### src/rtl/rfidp_pkg.sv
// Shared constants and helpers for the inventory frame parser.
// No dependencies.
package rfidp_pkg;

  localparam int unsigned PosW  = 17;
  localparam int unsigned CapW  = 7;

  // Frame markers and header codes
  localparam logic [7:0] StartMark  = 8'hAA;
  localparam logic [7:0] EndMark    = 8'hDD;
  localparam logic [15:0] ErrReply  = 16'h01FF;  // type 01, command FF
  localparam logic [15:0] NotifyInv = 16'h0222;  // type 02, command 22

  localparam logic [CapW-1:0] CapReset = 7'd65;

  // Status codes
  localparam logic [2:0] StOk       = 3'd0;
  localparam logic [2:0] StShort    = 3'd1;
  localparam logic [2:0] StMarker   = 3'd2;
  localparam logic [2:0] StLength   = 3'd3;
  localparam logic [2:0] StChecksum = 3'd4;
  localparam logic [2:0] StErrReply = 3'd5;
  localparam logic [2:0] StNotify   = 3'd6;
  localparam logic [2:0] StIdLen    = 3'd7;

  // Register index on the config port
  localparam logic RegIdCap = 1'b0;

  // Uppercase ASCII hex digit of a nibble
  function automatic logic [6:0] hex_char(input logic [3:0] nib);
    logic [6:0] r;
    if (nib < 4'd10) begin
      r = 7'h30 + {3'b000, nib};
    end else begin
      r = 7'h37 + {3'b000, nib};
    end
    return r;
  endfunction

endpackage

### src/rtl/rfid_inventory_frame_parser_unit.sv
// Top level of the reader reply frame parser.
// Depends on rfidp_pkg and rfidp_ram.
//
// Usage
//   Slave stream: one frame byte per item in s_axis_tdata_i, s_axis_tlast_i
//   high on the final byte (the DD marker). Frame layout:
//   AA, type, command, length hi, length lo, payload[length], sum, DD.
//   Master stream: one result per item. A failing frame gives one status item;
//   a good inventory notify gives one item per tag identifier byte, as two
//   uppercase ASCII hex characters with its index. tlast marks the final item
//   of the frame.
//   APB: one register, id_char_capacity at byte address 0 (reset 65).
// Input and output flow
//   Bytes without the end flag are taken one per cycle while the FSM is idle,
//   even while a result is still waiting on the master side. The end byte is
//   checked in the cycle it is accepted; a failing verdict moves to the status
//   state, which loads the status item once the output register is free. A good
//   frame reads the identifier RAM once per result, per byte a read issue, then
//   a load of the output register. tready is low during that burst.
// Reset and stalls
//   Reset clears the frame state and the FSM; the identifier RAM is not
//   cleared, a good frame only reads entries it wrote itself. A stalled
//   receiver simply holds the output register; the burst pauses with it.
module rfid_inventory_frame_parser_unit #(
  parameter int unsigned MAX_ID_BYTES = 32
) (
  input  logic        clk_i,
  input  logic        rst_ni,
  // frame bytes
  input  logic        s_axis_tvalid_i,
  output logic        s_axis_tready_o,
  input  logic [7:0]  s_axis_tdata_i,   // [7:0] rx_byte
  input  logic        s_axis_tlast_i,   // frame_end
  // results
  output logic        m_axis_tvalid_o,
  input  logic        m_axis_tready_i,
  output logic [23:0] m_axis_tdata_o,   // [2:0] status, [9:3] hex_high,
                                        // [16:10] hex_low, [21:17] byte_index,
                                        // [23:22] zero
  output logic        m_axis_tlast_o,   // last
  // configuration
  input  logic        psel_i,
  input  logic        penable_i,
  input  logic        pwrite_i,
  input  logic [2:0]  paddr_i,
  input  logic [31:0] pwdata_i,
  output logic [31:0] prdata_o,
  output logic        pready_o
);

  import rfidp_pkg::*;

  localparam int unsigned AW = (MAX_ID_BYTES > 1) ? $clog2(MAX_ID_BYTES) : 1;
  localparam int unsigned CW = $clog2(MAX_ID_BYTES + 1);

  typedef enum logic [1:0] {
    S_IDLE,
    S_STATUS,
    S_READ,
    S_LOAD
  } state_e;

  // ---------------------------------------------------------------------
  // Configuration register
  // ---------------------------------------------------------------------
  logic [CapW-1:0] cap_q;
  logic            cfg_wr;

  assign pready_o = 1'b1;
  assign cfg_wr   = psel_i & penable_i & pwrite_i & pready_o;

  always_ff @(posedge clk_i or negedge rst_ni) begin
    if (!rst_ni) begin
      cap_q <= CapReset;
    end else if (cfg_wr && paddr_i[2] == RegIdCap) begin
      cap_q <= pwdata_i[CapW-1:0];
    end
  end

  assign prdata_o = (paddr_i[2] == RegIdCap) ? {{(32-CapW){1'b0}}, cap_q} : 32'd0;

  // ---------------------------------------------------------------------
  // Frame state
  // ---------------------------------------------------------------------
  state_e          state_q;
  logic            in_acc;
  logic            byte_acc;   // byte without end flag
  logic            end_acc;    // final byte of a frame
  logic [PosW-1:0] pos_q;
  logic [7:0]      sum_q;
  logic [7:0]      sum_prev_q;
  logic [7:0]      prev_q;
  logic            start_ok_q;
  logic [15:0]     tc_q;
  logic [15:0]     len_q;

  assign s_axis_tready_o = (state_q == S_IDLE);
  assign in_acc   = s_axis_tvalid_i & s_axis_tready_o;
  assign byte_acc = in_acc & ~s_axis_tlast_i;
  assign end_acc  = in_acc & s_axis_tlast_i;

  always_ff @(posedge clk_i or negedge rst_ni) begin
    if (!rst_ni) begin
      pos_q      <= '0;
      sum_q      <= '0;
      sum_prev_q <= '0;
      prev_q     <= '0;
      start_ok_q <= 1'b0;
      tc_q       <= '0;
      len_q      <= '0;
    end else if (end_acc) begin
      // every outcome starts the next frame afresh
      pos_q      <= '0;
      sum_q      <= '0;
      sum_prev_q <= '0;
      prev_q     <= '0;
      start_ok_q <= 1'b0;
      tc_q       <= '0;
      len_q      <= '0;
    end else if (byte_acc) begin
      if (pos_q == 17'd0) begin
        start_ok_q <= (s_axis_tdata_i == StartMark);
      end
      if (pos_q == 17'd1) tc_q[15:8]  <= s_axis_tdata_i;
      if (pos_q == 17'd2) tc_q[7:0]   <= s_axis_tdata_i;
      if (pos_q == 17'd3) len_q[15:8] <= s_axis_tdata_i;
      if (pos_q == 17'd4) len_q[7:0]  <= s_axis_tdata_i;
      if (pos_q != 17'd0) begin
        sum_prev_q <= sum_q;
        sum_q      <= sum_q + s_axis_tdata_i;
      end
      prev_q <= s_axis_tdata_i;
      if (pos_q != '1) begin
        pos_q <= pos_q + 17'd1;  // saturates, so an overlong frame fails length
      end
    end
  end

  // ---------------------------------------------------------------------
  // Identifier store: frame bytes 8 onwards
  // ---------------------------------------------------------------------
  logic [PosW-1:0] id_off;
  logic            id_we;
  logic            rd_en;
  logic [CW-1:0]   idx_q;
  logic [7:0]      rd_data;

  assign id_off = pos_q - 17'd8;
  assign id_we  = byte_acc && (pos_q >= 17'd8) &&
                  (id_off < PosW'(MAX_ID_BYTES));
  assign rd_en  = (state_q == S_READ);

  rfidp_ram #(
    .WIDTH (8),
    .DEPTH (MAX_ID_BYTES),
    .ADDR_W(AW)
  ) u_id_ram (
    .clk_i  (clk_i),
    .we_i   (id_we),
    .waddr_i(id_off[AW-1:0]),
    .wdata_i(s_axis_tdata_i),
    .re_i   (rd_en),
    .raddr_i(idx_q[AW-1:0]),
    .rdata_o(rd_data)
  );

  // ---------------------------------------------------------------------
  // End-of-frame checks, in priority order
  // ---------------------------------------------------------------------
  logic [15:0]     n_id;
  logic [PosW-1:0] len_ext;
  logic [2:0]      verdict;

  assign n_id    = len_q - 16'd5;
  assign len_ext = {1'b0, len_q} + 17'd6;   // last byte sits at position len+6

  always_comb begin
    priority if (pos_q < 17'd6 || cap_q == '0) begin
      verdict = StShort;
    end else if (!start_ok_q || s_axis_tdata_i != EndMark) begin
      verdict = StMarker;
    end else if (pos_q != len_ext) begin
      verdict = StLength;
    end else if (sum_prev_q != prev_q) begin
      verdict = StChecksum;
    end else if (tc_q == ErrReply) begin
      verdict = StErrReply;
    end else if (tc_q != NotifyInv || len_q < 16'd5) begin
      verdict = StNotify;
    end else if (n_id == 16'd0 || n_id > 16'(MAX_ID_BYTES) ||
                 {n_id, 1'b1} > {10'd0, cap_q}) begin
      verdict = StIdLen;
    end else begin
      verdict = StOk;
    end
  end

  // ---------------------------------------------------------------------
  // Sequencer and output register
  // ---------------------------------------------------------------------
  logic [2:0]    stat_q;
  logic [CW-1:0] n_q;
  logic [CW-1:0] idx_nxt;
  logic          out_free;
  logic          out_load;   // output register takes a new item this cycle
  logic          out_vld_q;
  logic [2:0]    o_stat_q;
  logic [6:0]    o_hi_q;
  logic [6:0]    o_lo_q;
  logic [4:0]    o_idx_q;
  logic          o_last_q;
  logic [CW+4:0] idx_wide;

  assign out_free = ~out_vld_q | m_axis_tready_i;
  assign out_load = out_free & ((state_q == S_STATUS) | (state_q == S_LOAD));
  assign idx_nxt  = idx_q + 1'b1;
  assign idx_wide = {5'd0, idx_q};

  always_ff @(posedge clk_i or negedge rst_ni) begin
    if (!rst_ni) begin
      state_q   <= S_IDLE;
      stat_q    <= StOk;
      n_q       <= '0;
      idx_q     <= '0;
      out_vld_q <= 1'b0;
      o_stat_q  <= StOk;
      o_hi_q    <= '0;
      o_lo_q    <= '0;
      o_idx_q   <= '0;
      o_last_q  <= 1'b0;
    end else begin
      if (out_vld_q && m_axis_tready_i && !out_load) begin
        out_vld_q <= 1'b0;
      end
      unique case (state_q)
        S_IDLE: begin
          if (end_acc) begin
            stat_q <= verdict;
            n_q    <= n_id[CW-1:0];
            idx_q  <= '0;
            state_q <= (verdict == StOk) ? S_READ : S_STATUS;
          end
        end
        S_STATUS: begin
          if (out_free) begin
            out_vld_q <= 1'b1;
            o_stat_q  <= stat_q;
            o_hi_q    <= '0;
            o_lo_q    <= '0;
            o_idx_q   <= '0;
            o_last_q  <= 1'b1;
            state_q   <= S_IDLE;
          end
        end
        S_READ: begin
          state_q <= S_LOAD;
        end
        S_LOAD: begin
          // RAM data holds until the next read, so waiting here is safe
          if (out_free) begin
            out_vld_q <= 1'b1;
            o_stat_q  <= StOk;
            o_hi_q    <= hex_char(rd_data[7:4]);
            o_lo_q    <= hex_char(rd_data[3:0]);
            o_idx_q   <= idx_wide[4:0];
            o_last_q  <= (idx_nxt == n_q);
            idx_q     <= idx_nxt;
            state_q   <= (idx_nxt == n_q) ? S_IDLE : S_READ;
          end
        end
        default: state_q <= S_IDLE;
      endcase
    end
  end

  assign m_axis_tvalid_o = out_vld_q;
  assign m_axis_tdata_o  = {2'b00, o_idx_q, o_lo_q, o_hi_q, o_stat_q};
  assign m_axis_tlast_o  = o_last_q;

endmodule

### src/rtl/rfidp_ram.sv
// Generic simple dual-port RAM, one write port, one registered read port.
// No dependencies.
module rfidp_ram #(
  parameter int unsigned WIDTH  = 8,
  parameter int unsigned DEPTH  = 32,
  parameter int unsigned ADDR_W = (DEPTH > 1) ? $clog2(DEPTH) : 1
) (
  input  logic              clk_i,
  input  logic              we_i,
  input  logic [ADDR_W-1:0] waddr_i,
  input  logic [WIDTH-1:0]  wdata_i,
  input  logic              re_i,
  input  logic [ADDR_W-1:0] raddr_i,
  output logic [WIDTH-1:0]  rdata_o
);

  logic [WIDTH-1:0] mem_q [DEPTH];
  logic [WIDTH-1:0] rdata_q;

  always_ff @(posedge clk_i) begin
    if (we_i) begin
      mem_q[waddr_i] <= wdata_i;
    end
    if (re_i) begin
      rdata_q <= mem_q[raddr_i];
    end
  end

  assign rdata_o = rdata_q;

endmodule
### config.mk
export PLATFORM = sky130hd
export DESIGN_NAME = rfid_inventory_frame_parser_unit
export DESIGN_NICKNAME = d
export VERILOG_FILES = /design/src/rtl/rfidp_pkg.sv /design/src/rtl/rfid_inventory_frame_parser_unit.sv /design/src/rtl/rfidp_ram.sv
export SDC_FILE = /design/constraint.sdc
export NUM_CORES = 1
export LEC_CHECK = 0
export BUFFER_PORTS_ARGS = -buffer_cell sky130_fd_sc_hd__buf_2
export CORE_ASPECT_RATIO = 1.75
export CORE_MARGIN = 4
export CORE_UTILIZATION = 61
export CTS_BUF_LIST = sky130_fd_sc_hd__clkbuf_8
export CTS_CLUSTER_SIZE = 20
export DETAILED_ROUTE_END_ITERATION = 10
export GPL_TIMING_DRIVEN = 1
export PLACE_DENSITY = 0.8
export SETUP_SLACK_MARGIN = 0.1
export SLEW_MARGIN = 25
export SYNTH_ARGS = -nofsm -noshare
export SYNTH_HDL_FRONTEND = slang
export SYNTH_HIERARCHICAL = 1
export SYNTH_SLANG_ARGS = --single-unit
### constraint.sdc
create_clock -name clk_i -period 4.9 [get_ports clk_i]
set_clock_uncertainty 0.15 [all_clocks]
set_input_delay 0.49 -clock clk_i [delete_from_list [all_inputs] [get_ports clk_i]]
set_output_delay 0.49 -clock clk_i [all_outputs]
set_load 0.02 [all_outputs]
## After elaboration in Yosys (flattened, before gate mapping)

Memories as Yosys holds them, arrays and structs flattened. A register that Yosys moved wholly into a read port is not among the register bits.
Index checks and enable logic that the tools add are counted.

- Register bits after elaboration: 122
- Bits in writable memories: 256
- Input bits: 51
- Output and inout port bits: 60
- Word-level logic and storage cells: 168
- Memories kept: 1

Memory list:

| memory | words | width | read ports | clocked after memory_dff | wr ports | line | text |
|---|---|---|---|---|---|---|---|
| u_id_ram.mem_q | 32 | 8 | 1 | 1 | 1 | rfidp_ram.sv:17 | `logic [WIDTH-1:0] mem_q [DEPTH];` |

- Add/sub/neg operators: 10
- $lt $le $gt $ge: 8
- Equal/unequal tests: 18
- Muxes and demuxes: 60
- Bitwise gates (word level): 11
- Reduce and logical (&&, ||, !) cells: 40

Operator list:

| cell | count |
|---|---|
| $mux W8 | 12 |
| $mux W16 | 4 |
| $mux W17 | 3 |
| $mux W7 | 6 |
| $eq A17 B2 Y1 const B | 2 |
| $add A6 B4 Y7 const A | 4 |
| $pmux W7 S2 | 2 |
| $mux W3 | 9 |
| $reduce_bool A2 Y1 | 10 |
| $add A16 B3 Y17 const B | 1 |
| $add A17 B1 Y17 const B | 1 |
| $eq A17 B1 Y1 const B | 1 |
| $eq A17 B3 Y1 const B | 1 |
| $ge A17 B4 Y1 const B | 1 |
| $gt A17 B7 Y1 | 1 |
| $logic_not A17 Y1 | 1 |
| $lt A17 B3 Y1 const B | 1 |
| $lt A17 B6 Y1 const B | 1 |
| $ne A17 B17 Y1 | 1 |
| $ne A17 B17 Y1 const B | 1 |
| $reduce_bool A17 Y1 | 1 |
| $sub A17 B4 Y17 const B | 1 |
| $eq A16 B9 Y1 const B | 1 |
| $gt A16 B6 Y1 const B | 1 |
| 36 further kinds | 80 |

## Logic depth before layout (Yosys ltp)

Gate-level depths: netlist (run 1).

- Word-level depth: 15
- Gate-level depth with buffers: 14
- Depth with buffers taken out: 13

## Hierarchy

The synthesis (run 1) kept the hierarchy.

By module, submodules not included:

| module | times used | cells each | area each (µm²) | seq. area each (µm²) |
|---|---|---|---|---|
| rfidp_ram | 1 | 417 | 10133.5 | 7927.6 |
| rfid_inventory_frame_parser_unit | 1 | 822 | 7318.3 | 3055.4 |

## Least setup slack after synthesis (run 1)

Ideal clock, no wire load.

- Path type: reg-to-reg
- From: register len_q[1]
- To: register state_q[0]
- Arrival: 3.257 ns
- Data required time: 4.609 ns
- Slack: 1.352 ns
- Stages on the path, launching flop included: 15
- Path buffers: 1
- Clock period less this slack: 3.548 ns
- Cells stage by stage: dfrtp_1 > clkbuf_1 > inv_1 > ha_1 > a21o_1 > nor3_1 > xnor2_1 > inv_1 > ha_1 > nand4_1 > or2_2 > a2111oi_0 > nand4_1 > nor3_1 > o22ai_1

- Longest elaborated chain between the ends: 15

Ends and longest elaborated chain:

| element | line | text |
|---|---|---|
| start, declared | rfid_inventory_frame_parser_unit.sv:95 | `logic [15:0] len_q;` |
| start signal, assigned | rfid_inventory_frame_parser_unit.sv:127 | `if (pos_q == 17'd4) len_q[7:0] <= s_axis_tdata_i;` |
| $sub A16 B3 Y16 * | rfid_inventory_frame_parser_unit.sv:174 | `assign n_id = len_q - 16'd5;` |
| net n_id[5] | rfid_inventory_frame_parser_unit.sv:170 | `logic [15:0] n_id;` |
| $gt A16 B6 Y1 / $logic_not A16 Y1 (equally long branches) | rfid_inventory_frame_parser_unit.sv:190 | `end else if (n_id == 16'd0 \|\| n_id > 16'(MAX_ID_BYTES) \|\|` |
| $logic_or A1 B1 Y1 | rfid_inventory_frame_parser_unit.sv:190 |  |
| $logic_or A1 B1 Y1 * | rfid_inventory_frame_parser_unit.sv:190 |  |
| $mux W3 * | rfid_inventory_frame_parser_unit.sv:190 |  |
| $mux W3 * | rfid_inventory_frame_parser_unit.sv:188 | `end else if (tc_q != NotifyInv \|\| len_q < 16'd5) begin` |
| $mux W3 * | rfid_inventory_frame_parser_unit.sv:186 | `end else if (tc_q == ErrReply) begin` |
| $mux W3 * | rfid_inventory_frame_parser_unit.sv:184 | `end else if (sum_prev_q != prev_q) begin` |
| $mux W3 * | rfid_inventory_frame_parser_unit.sv:182 | `end else if (pos_q != len_ext) begin` |
| $mux W3 * | rfid_inventory_frame_parser_unit.sv:180 | `end else if (!start_ok_q \|\| s_axis_tdata_i != EndMark) begin` |
| $mux W3 * | rfid_inventory_frame_parser_unit.sv:178 | `priority if (pos_q < 17'd6 \|\| cap_q == '0) begin` |
| $logic_not A3 Y1 * | rfid_inventory_frame_parser_unit.sv:241 | `state_q <= (verdict == StOk) ? S_READ : S_STATUS;` |
| $mux W2 * | rfid_inventory_frame_parser_unit.sv:241 |  |
| $mux W2 * | rfid_inventory_frame_parser_unit.sv:237 | `if (end_acc) begin` |
| $pmux W2 S4 * | rfid_inventory_frame_parser_unit.sv:235 | `unique case (state_q)` |
| end signal, assigned | rfid_inventory_frame_parser_unit.sv:241 |  |
| end signal, assigned | rfid_inventory_frame_parser_unit.sv:268 | `state_q <= (idx_nxt == n_q) ? S_IDLE : S_READ;` |
| end, declared | rfid_inventory_frame_parser_unit.sv:85 | `state_e state_q;` |

The timed path passes the listed nets; every way through them passes the cells marked *. The select of a mux whose other input is x is not followed.
A chain may end at the register's enable or synchronous reset.

## Worst setup path in the final report (run 1)

- From: register state_q[1]
- To: memory u_id_ram.mem_q[0][0] (enable)

- Longest elaborated chain between the ends: 7

Ends and longest elaborated chain:

| element | line | text |
|---|---|---|
| $logic_not A2 Y1 | rfid_inventory_frame_parser_unit.sv:97 | `assign s_axis_tready_o = (state_q == S_IDLE);` |
| $and A1 B1 Y1 | rfid_inventory_frame_parser_unit.sv:98 | `assign in_acc = s_axis_tvalid_i & s_axis_tready_o;` |
| $and A1 B1 Y1 | rfid_inventory_frame_parser_unit.sv:99 | `assign byte_acc = in_acc & ~s_axis_tlast_i;` |
| $logic_and A1 B1 Y1 (2 in series) | rfid_inventory_frame_parser_unit.sv:149 | `assign id_we = byte_acc && (pos_q >= 17'd8) &&` |
| net id_we | rfid_inventory_frame_parser_unit.sv:143 | `logic id_we;` |
| $mux W1 | rfidp_ram.sv:21 | `if (we_i) begin` |
| $mux W1 (not written as such) | rfidp_ram.sv:22 | `mem_q[waddr_i] <= wdata_i;` |
| end, declared | rfidp_ram.sv:17 |  |

The timed path passes the listed nets, and every way through them passes these cells.

==> results.toml, run 1 <==
[outcome]
outcome = "finished clean"

[synthesis]
yosys-top-cells-area = "edfxtp_1, dfrtp_1, mux4_2"
avgSynthCellArea_sq_um = 14.1
synth_most_common_cell = "edfxtp_1"
yosysSeqAreaShare = 0.629
synth_ff_type = "edfxtp_1"
synth-async-reset-ratio = 0.316
yosysWarnings = 6
synth_area_leader_cell = "edfxtp_1"
ys_top_cells_by_count = "edfxtp_1, dfrtp_1, nand2_1, nor2_1, mux4_2"
synth-seq-cells = 386
yosys.cell_types.count = 72
netlist_area_sq_um = 17500
synth_edf_count = 264
synth_top_area_share = 0.454
netlist_instances = 1239

[cts]
clk_path_buf_depth = 3
clk_latency_ns = 0.59
cts_root_buf = "clkbuf_8"
cts_inserted_buffers = 51
postCtsSetupRepairBufs = 0
hold_buffers = 8
ctsResizeCount = 0
cts_tree = "done"
clkTransAtPathRegs_ns = 0.06
cts_sinks = 386
htree_num_levels = 2

[sta]
period_share = 0.870
max_freq_mhz = 234
slew_headroom = 0.359
worst_pin_slew_ns = 0.961
setup_violations = 0
finalSetupTns_ns = 0
slew_violations = 0
hold_slack_ns = 0.0781
min_period_ns = 4.27
hold_viol = 0
rsz0062_at_grt = "false"

[floorplan]
die-area_sq_um = 31500
fp.dieH_um = 232
rows = 81
die_x_um = 136
floorplan.initialDensity = 0.622
io_pins = 111
core_area_sq_um = 28100

[placed_design]
io_buffers = 55
gp_congestion = 0.862
dp_hpwl_um = 25000

[global_route]
grt_pass1_vias = 10729
antenna_found_initial = 0
grt_max_degree = 81
grt_pass1_wl_um = 58600
track_usage = 0.243
grt_overflow = 0

[cells_and_area]
nets = 1390
area_growth_syn_to_layout_pct = 9.26
drive_gt1_frac = 0.199
post-route-util = 0.679
n_antenna_cell = 0

[worst_setup_path]
crit_fanout = 12
cp-end-kind = "flop"
arrival_ns = 4.33
startpoint_type = "flop"
required_ns = 4.96
critPathKind = "flop to flop"

[run]
max_cap_viol_count = 0

[route]
drt-initial-drc-count = 689
dr.pass1.iters = 5
totalWireLength_um = 36700
vias_per_cell = 6.06
detail_route.wl_per_cell_um = 21.3
postRouteAntennaNets = 0
via_count = 10456
route.detailed.drc = 0

[pwr]
ir_drop_mv = 0.249
p_leak_nw = 7.17
pwr_density_cell_nw_per_um2 = 516

[min_path]
hp-class = "input pin to flop"
==> through the flow <==
| stage | cell area (sq um) | total power, mW | instances | setup WS, ns |
|---|---|---|---|---|
| final | 19100 | 9.83 | 1726 | 0.635 |
| after global routing | 19100 | 10.4 | 1726 | 0.383 |
| after CTS | 19100 | 9.89 | 1726 | 0.724 |
| after detailed placement | 18000 | 7.57 | 1622 | 0.688 |
| after global placement | 17900 | 7.43 | 1621 | 0.801 |
| after floorplan | 17500 | 6.70 | 1265 | 1.35 |
==> layout make-up <==
class | count | area [sq um]
Clock inverter | 40 | 235
Timing Repair Buffer | 83 | 532
Tap cell | 373 | 467
Clock buffer | 56 | 771
Fill cell | 1885 | 9000
Inverter | 39 | 148
Multi-Input combinational cell | 749 | 5930
Sequential cell | 386 | 11000
==> cell usage in the layout, fill, tap and decap left out, drive strengths merged, types with 23 or more instances in the layout <==
| master | netlist | layout |
|---|---|---|
| a21oi | 39 | 39 |
| buf | 53 | 75 |
| clkbuf | 38 | 56 |
| conb | 2 | 28 |
| dfrtp | 120 | 120 |
| edfxtp | 264 | 264 |
| ha | 28 | 28 |
| inv | 38 | 55 |
| mux4 | 80 | 80 |
| nand2 | 117 | 117 |
| nand3 | 45 | 45 |
| nor2 | 99 | 99 |
| o21ai | 49 | 49 |
| xnor2 | 44 | 44 |
| xor2 | 23 | 23 |
==> cell families (layout without fill, tap and decap cells) <==
logic type / count (synthesis) / in the layout / synth area share
xor gates and xnor gates: 67 / 67 / 0.0336
adders and majority gates: 29 / 29 / 0.0212
DFF: 386 / 386 / 0.629
AOI/OAI and AO/OA: 140 / 140 / 0.0495
other: 2 / 28 / 0.000430
buffers and inverters: 130 / 218 / 0.0374
and+or+nand+nor: 370 / 370 / 0.104
muxes: 115 / 115 / 0.124
==> worst max-delay path, cell delays in order, from the launching register on <==
cell,delay [ns]
dfrtp_1,0.53
or3b_1,0.54
nor2_1,0.25
nand4_1,0.12
a2111oi_0,0.30
nor4bb_1,0.74
or3b_2,0.63
nor2_1,0.65
==> sequential cells by signal, summed over array words and instances (netlist names) <==
signal and count:
u_id_ram/mem_q 256, pos_q 17, len_q 16, tc_q 16, prev_q 8, sum_prev_q 8
sum_q 8, u_id_ram/rdata_o 8, cap_q 7, o_hi_q 7, o_lo_q 7, idx_q 6
n_q 6, o_idx_q 5, o_stat_q 3, stat_q 3, state_q 2, m_axis_tlast_o 1
m_axis_tvalid_o 1, start_ok_q 1
==> per-layer routing <==
layer  track usage  share of wire  routed length (um)  vias up
met2         0.433           0.54               19800      355
met1         0.276           0.35               13000     5279
met4         0.141          0.061                2260        0
li1              -              -                   -     4717
met5             0              0                   0        -
met3        0.0330          0.044                1610      105
==> where the power goes <==
group          internal [mW]  switching (mW)  total (mW)
clock                   1.17            1.15        2.32
sequential              3.89           0.470        4.36
combinational           1.45            1.71        3.16
==> final timing paths <==
| path | slack [ns] | endpoint | start | depth (start not counted) |
|---|---|---|---|---|
| max | 0.63 | u_id_ram/mem_q[0][0] | state_q[1] | 7 |
| min | 0.08 | m_axis_tvalid_o | m_axis_tready_i | 3 |
| max reg2reg | 0.63 | u_id_ram/mem_q[0][0] | state_q[1] | 7 |
| min reg2reg | 0.32 | o_idx_q[0] | o_idx_q[0] | 2 |
| max in group asynchronous | 3.17 | pos_q[13] | rst_ni | 3 |
| min in group asynchronous | 0.38 | cap_q[2] | rst_ni | 2 |
Note: power is estimated with default switching activity, not from simulation.
==> run 2, diff against run 1 <==
--- a/config.mk
+++ b/config.mk
@@ -10,6 +10,7 @@
 export CORE_MARGIN = 4
 export CORE_UTILIZATION = 61
 export CTS_BUF_LIST = sky130_fd_sc_hd__clkbuf_8
+export CTS_CLUSTER_DIAMETER = 30
 export CTS_CLUSTER_SIZE = 20
 export DETAILED_ROUTE_END_ITERATION = 10
 export GPL_TIMING_DRIVEN = 1
==> constraint.sdc (replaced) <==
create_clock -name clk_i -period 4 [get_ports clk_i]
set_clock_uncertainty 0.15 [all_clocks]
set_input_delay 0.4 -clock clk_i [delete_from_list [all_inputs] [get_ports clk_i]]
set_output_delay 0.4 -clock clk_i [all_outputs]
set_load 0.02 [all_outputs]
==> run 2 against run 1 <==
Net effect:
- critical path type unchanged
- via count rose by 0.55%
- critical path depth rose by 6
- count of clock-buffer cells in the layout fell by 13
- first-iteration DRC count rose by 17%
- cell count rose by 1.6%
- register-to-register slack got worse by 0.33 ns
- setup slack got worse by 0.33 ns
- core utilization rose by 1.0 points
- largest cell class unchanged
- hold slack got worse by 0.051 ns
- critical endpoint is now state_q[0]
- sequential share of layout area fell by 0.86 points
- sequential cell count did not move
- sequential power rose by 21%
==> results.toml, run 2 (synthesis results as in run 1) <==
[cells_and_area]
final_cell_mix = "edfxtp_1, dfrtp_1, nand2_1, nor2_1, mux4_2"
nets = 1426
final_common_cell = "edfxtp_1"
reg_top3 = "u_id_ram/mem_q: 256 flops, pos_q: 17 flops"
largest_reg_flops = 256
multi_input_area_sq_um = 5930
drive_gt1_frac = 0.224
seq_area_sq_um = 11000
top_register = "u_id_ram/mem_q"
fillers = 1845
area_growth_syn_to_layout_pct = 10.9

[route]
vias_per_cell = 6.00
drt-initial-drc-count = 806
postRouteAntennaNets = 0
route.detailed.drc = 0
totalWireLength_um = 37200
via_count = 10514
detail_route.wl_per_cell_um = 21.2
dr.pass1.iters = 6

[run]
max_cap_viol_count = 0

[sta]
max_freq_mhz = 271
period_share = 0.923
hold_viol = 0
finalSetupTns_ns = 0
rsz0062_at_grt = "true"
setup_violations = 0
worst_pin_slew_ns = 0.934
slew_violations = 0
min_period_ns = 3.69
slew_headroom = 0.377

[placed_design]
io_buffers = 55
dp_hpwl_um = 26000
gp_congestion = 0.919

[cts]
clk_path_buf_depth = 3
htree_num_levels = 2
cts_inserted_buffers = 41
clk_latency_ns = 0.61
clkTransAtPathRegs_ns = 0.10
cts_tree = "done"
cts_sinks = 386
cts_root_buf = "clkbuf_8"

[pwr]
p_sw_frac = 0.354
pwr-share-comb = 0.332
power_mw = 12.0
p_leak_nw = 7.30
ir_drop_mv = 0.422
p_switching_mw = 4.26
p_seq_frac = 0.439
pwr-share-clk = 0.229
cell_internal_pwr_mw = 7.78
pwr_density_cell_nw_per_um2 = 622

[worst_setup_path]
crit_end = "state_q[0]"
required_ns = 4.30
timing.rr.end = "state_q[0]"
r2r_cells = 13
crit_fanout = 11
cp-startpoint = "len_q[2]"
critPathKind = "flop to flop"
r2r_slack_ns = 0.31
startpoint_type = "flop"
r2r_start = "len_q[2]"
cp-end-kind = "flop"
arrival_ns = 3.99

[floorplan]
core_area_sq_um = 28100
rows = 81
fp.dieH_um = 232
die_x_um = 136
io_pins = 111
floorplan.initialDensity = 0.622
die-area_sq_um = 31500

[global_route]
grt_pass1_vias = 10955
grt_overflow = 0
antenna_found_initial = 0
grt_max_degree = 73
track_usage = 0.244
grt_pass1_wl_um = 59100

[outcome]
outcome = "finished clean"

[min_path]
min_delay_path_depth = 3
hp-class = "input pin to flop"
[run 2: changes by cell type in the layout (fill, tap and decap cells not counted), sizes merged]
cell and change:
diode +1, clkinv -1, clkinvlp -1, buf +43
inv -4, clkbuf -13, dlygate4sd3 +3, bufinv -1
[run 2: layout make-up]
cell class / instances / area share
Inverter: 39 / 0.00763
Multi-Input combinational cell: 749 / 0.306
Clock inverter: 33 / 0.0173
Antenna cell: 1 / 0.000129
Timing Repair Buffer: 129 / 0.0464
Clock buffer: 43 / 0.0306
Sequential cell: 386 / 0.568
Tap cell: 373 / 0.0241
[run 2: layer usage]
metal / wire [um] / global-route usage / part of all wire / vias to the layer above
li1: - / - / - / 4784
met1: 13200 / 0.285 / 0.36 / 5271
met2: 20300 / 0.440 / 0.55 / 346
met3: 1590 / 0.0282 / 0.043 / 113
met4: 2080 / 0.124 / 0.056 / 0
met5: 0 / 0 / 0 / -
[run 2: power groups by stage]
stage                     registers, mW  clock network [mW]  logic, mW
after floorplan                    5.23                   0       2.98
after detailed placement           5.37                   0       3.97
final                              5.28                2.76       4.00
after global routing               5.36                2.98       4.36
after CTS                          5.28                2.81       4.00
after global placement             5.34                   0       3.84
[run 2: critical path, cell delays in order, from the launching register on]
cell       delay [ns]
dfrtp_1          0.51
ha_1             0.26
a21o_1           0.20
nor3_1           0.19
xnor2_1          0.23
inv_1            0.08
ha_1             0.29
nand4_1          0.11
or2_2            0.33
a2111oi_1        0.48
buf_4            0.20
nand4_1          0.10
nor3_1           0.31
o22ai_1          0.13
[run 2: what timing repair did]
item	in CTS	in global routing
gates resized for setup	0	2
setup buffers	0	0
hold buffers	11	0
endpoints found under the hold margin	79	0
endpoints found under the setup margin	0	103
[run 2: per-stage QoR]
step | worst slack (ns) | hold slack, ns | area (sq um) | instances | utilization
floorplan | 0.452 | -0.0456 | 17500 | 1265 | -
global placement | 0.339 | 0.298 | 18300 | 1665 | 0.652
detailed placement | 0.234 | 0.305 | 18300 | 1665 | 0.652
CTS | 0.250 | 0.0101 | 19300 | 1752 | 0.689
global route | 0.0803 | 0.0516 | 19400 | 1752 | 0.689
finish | 0.308 | 0.0274 | 19400 | 1753 | 0.690
[run 2: how the worst min path moves through the flow]
| stage | from | to | slack, ns |
|---|---|---|---|
| 3_5_place_dp | o_idx_q[0] | o_idx_q[0] | 0.30 |
| 4_1_cts | s_axis_tdata_i[0] | sum_q[0] | 0.01 |
| 6_report | s_axis_tdata_i[0] | sum_q[0] | 0.03 |
| 3_3_place_gp | o_idx_q[1] | o_idx_q[1] | 0.30 |
| 2_1_floorplan | rst_ni | cap_q[1] | -0.05 |
| 5_1_grt | s_axis_tdata_i[0] | sum_q[0] | 0.05 |
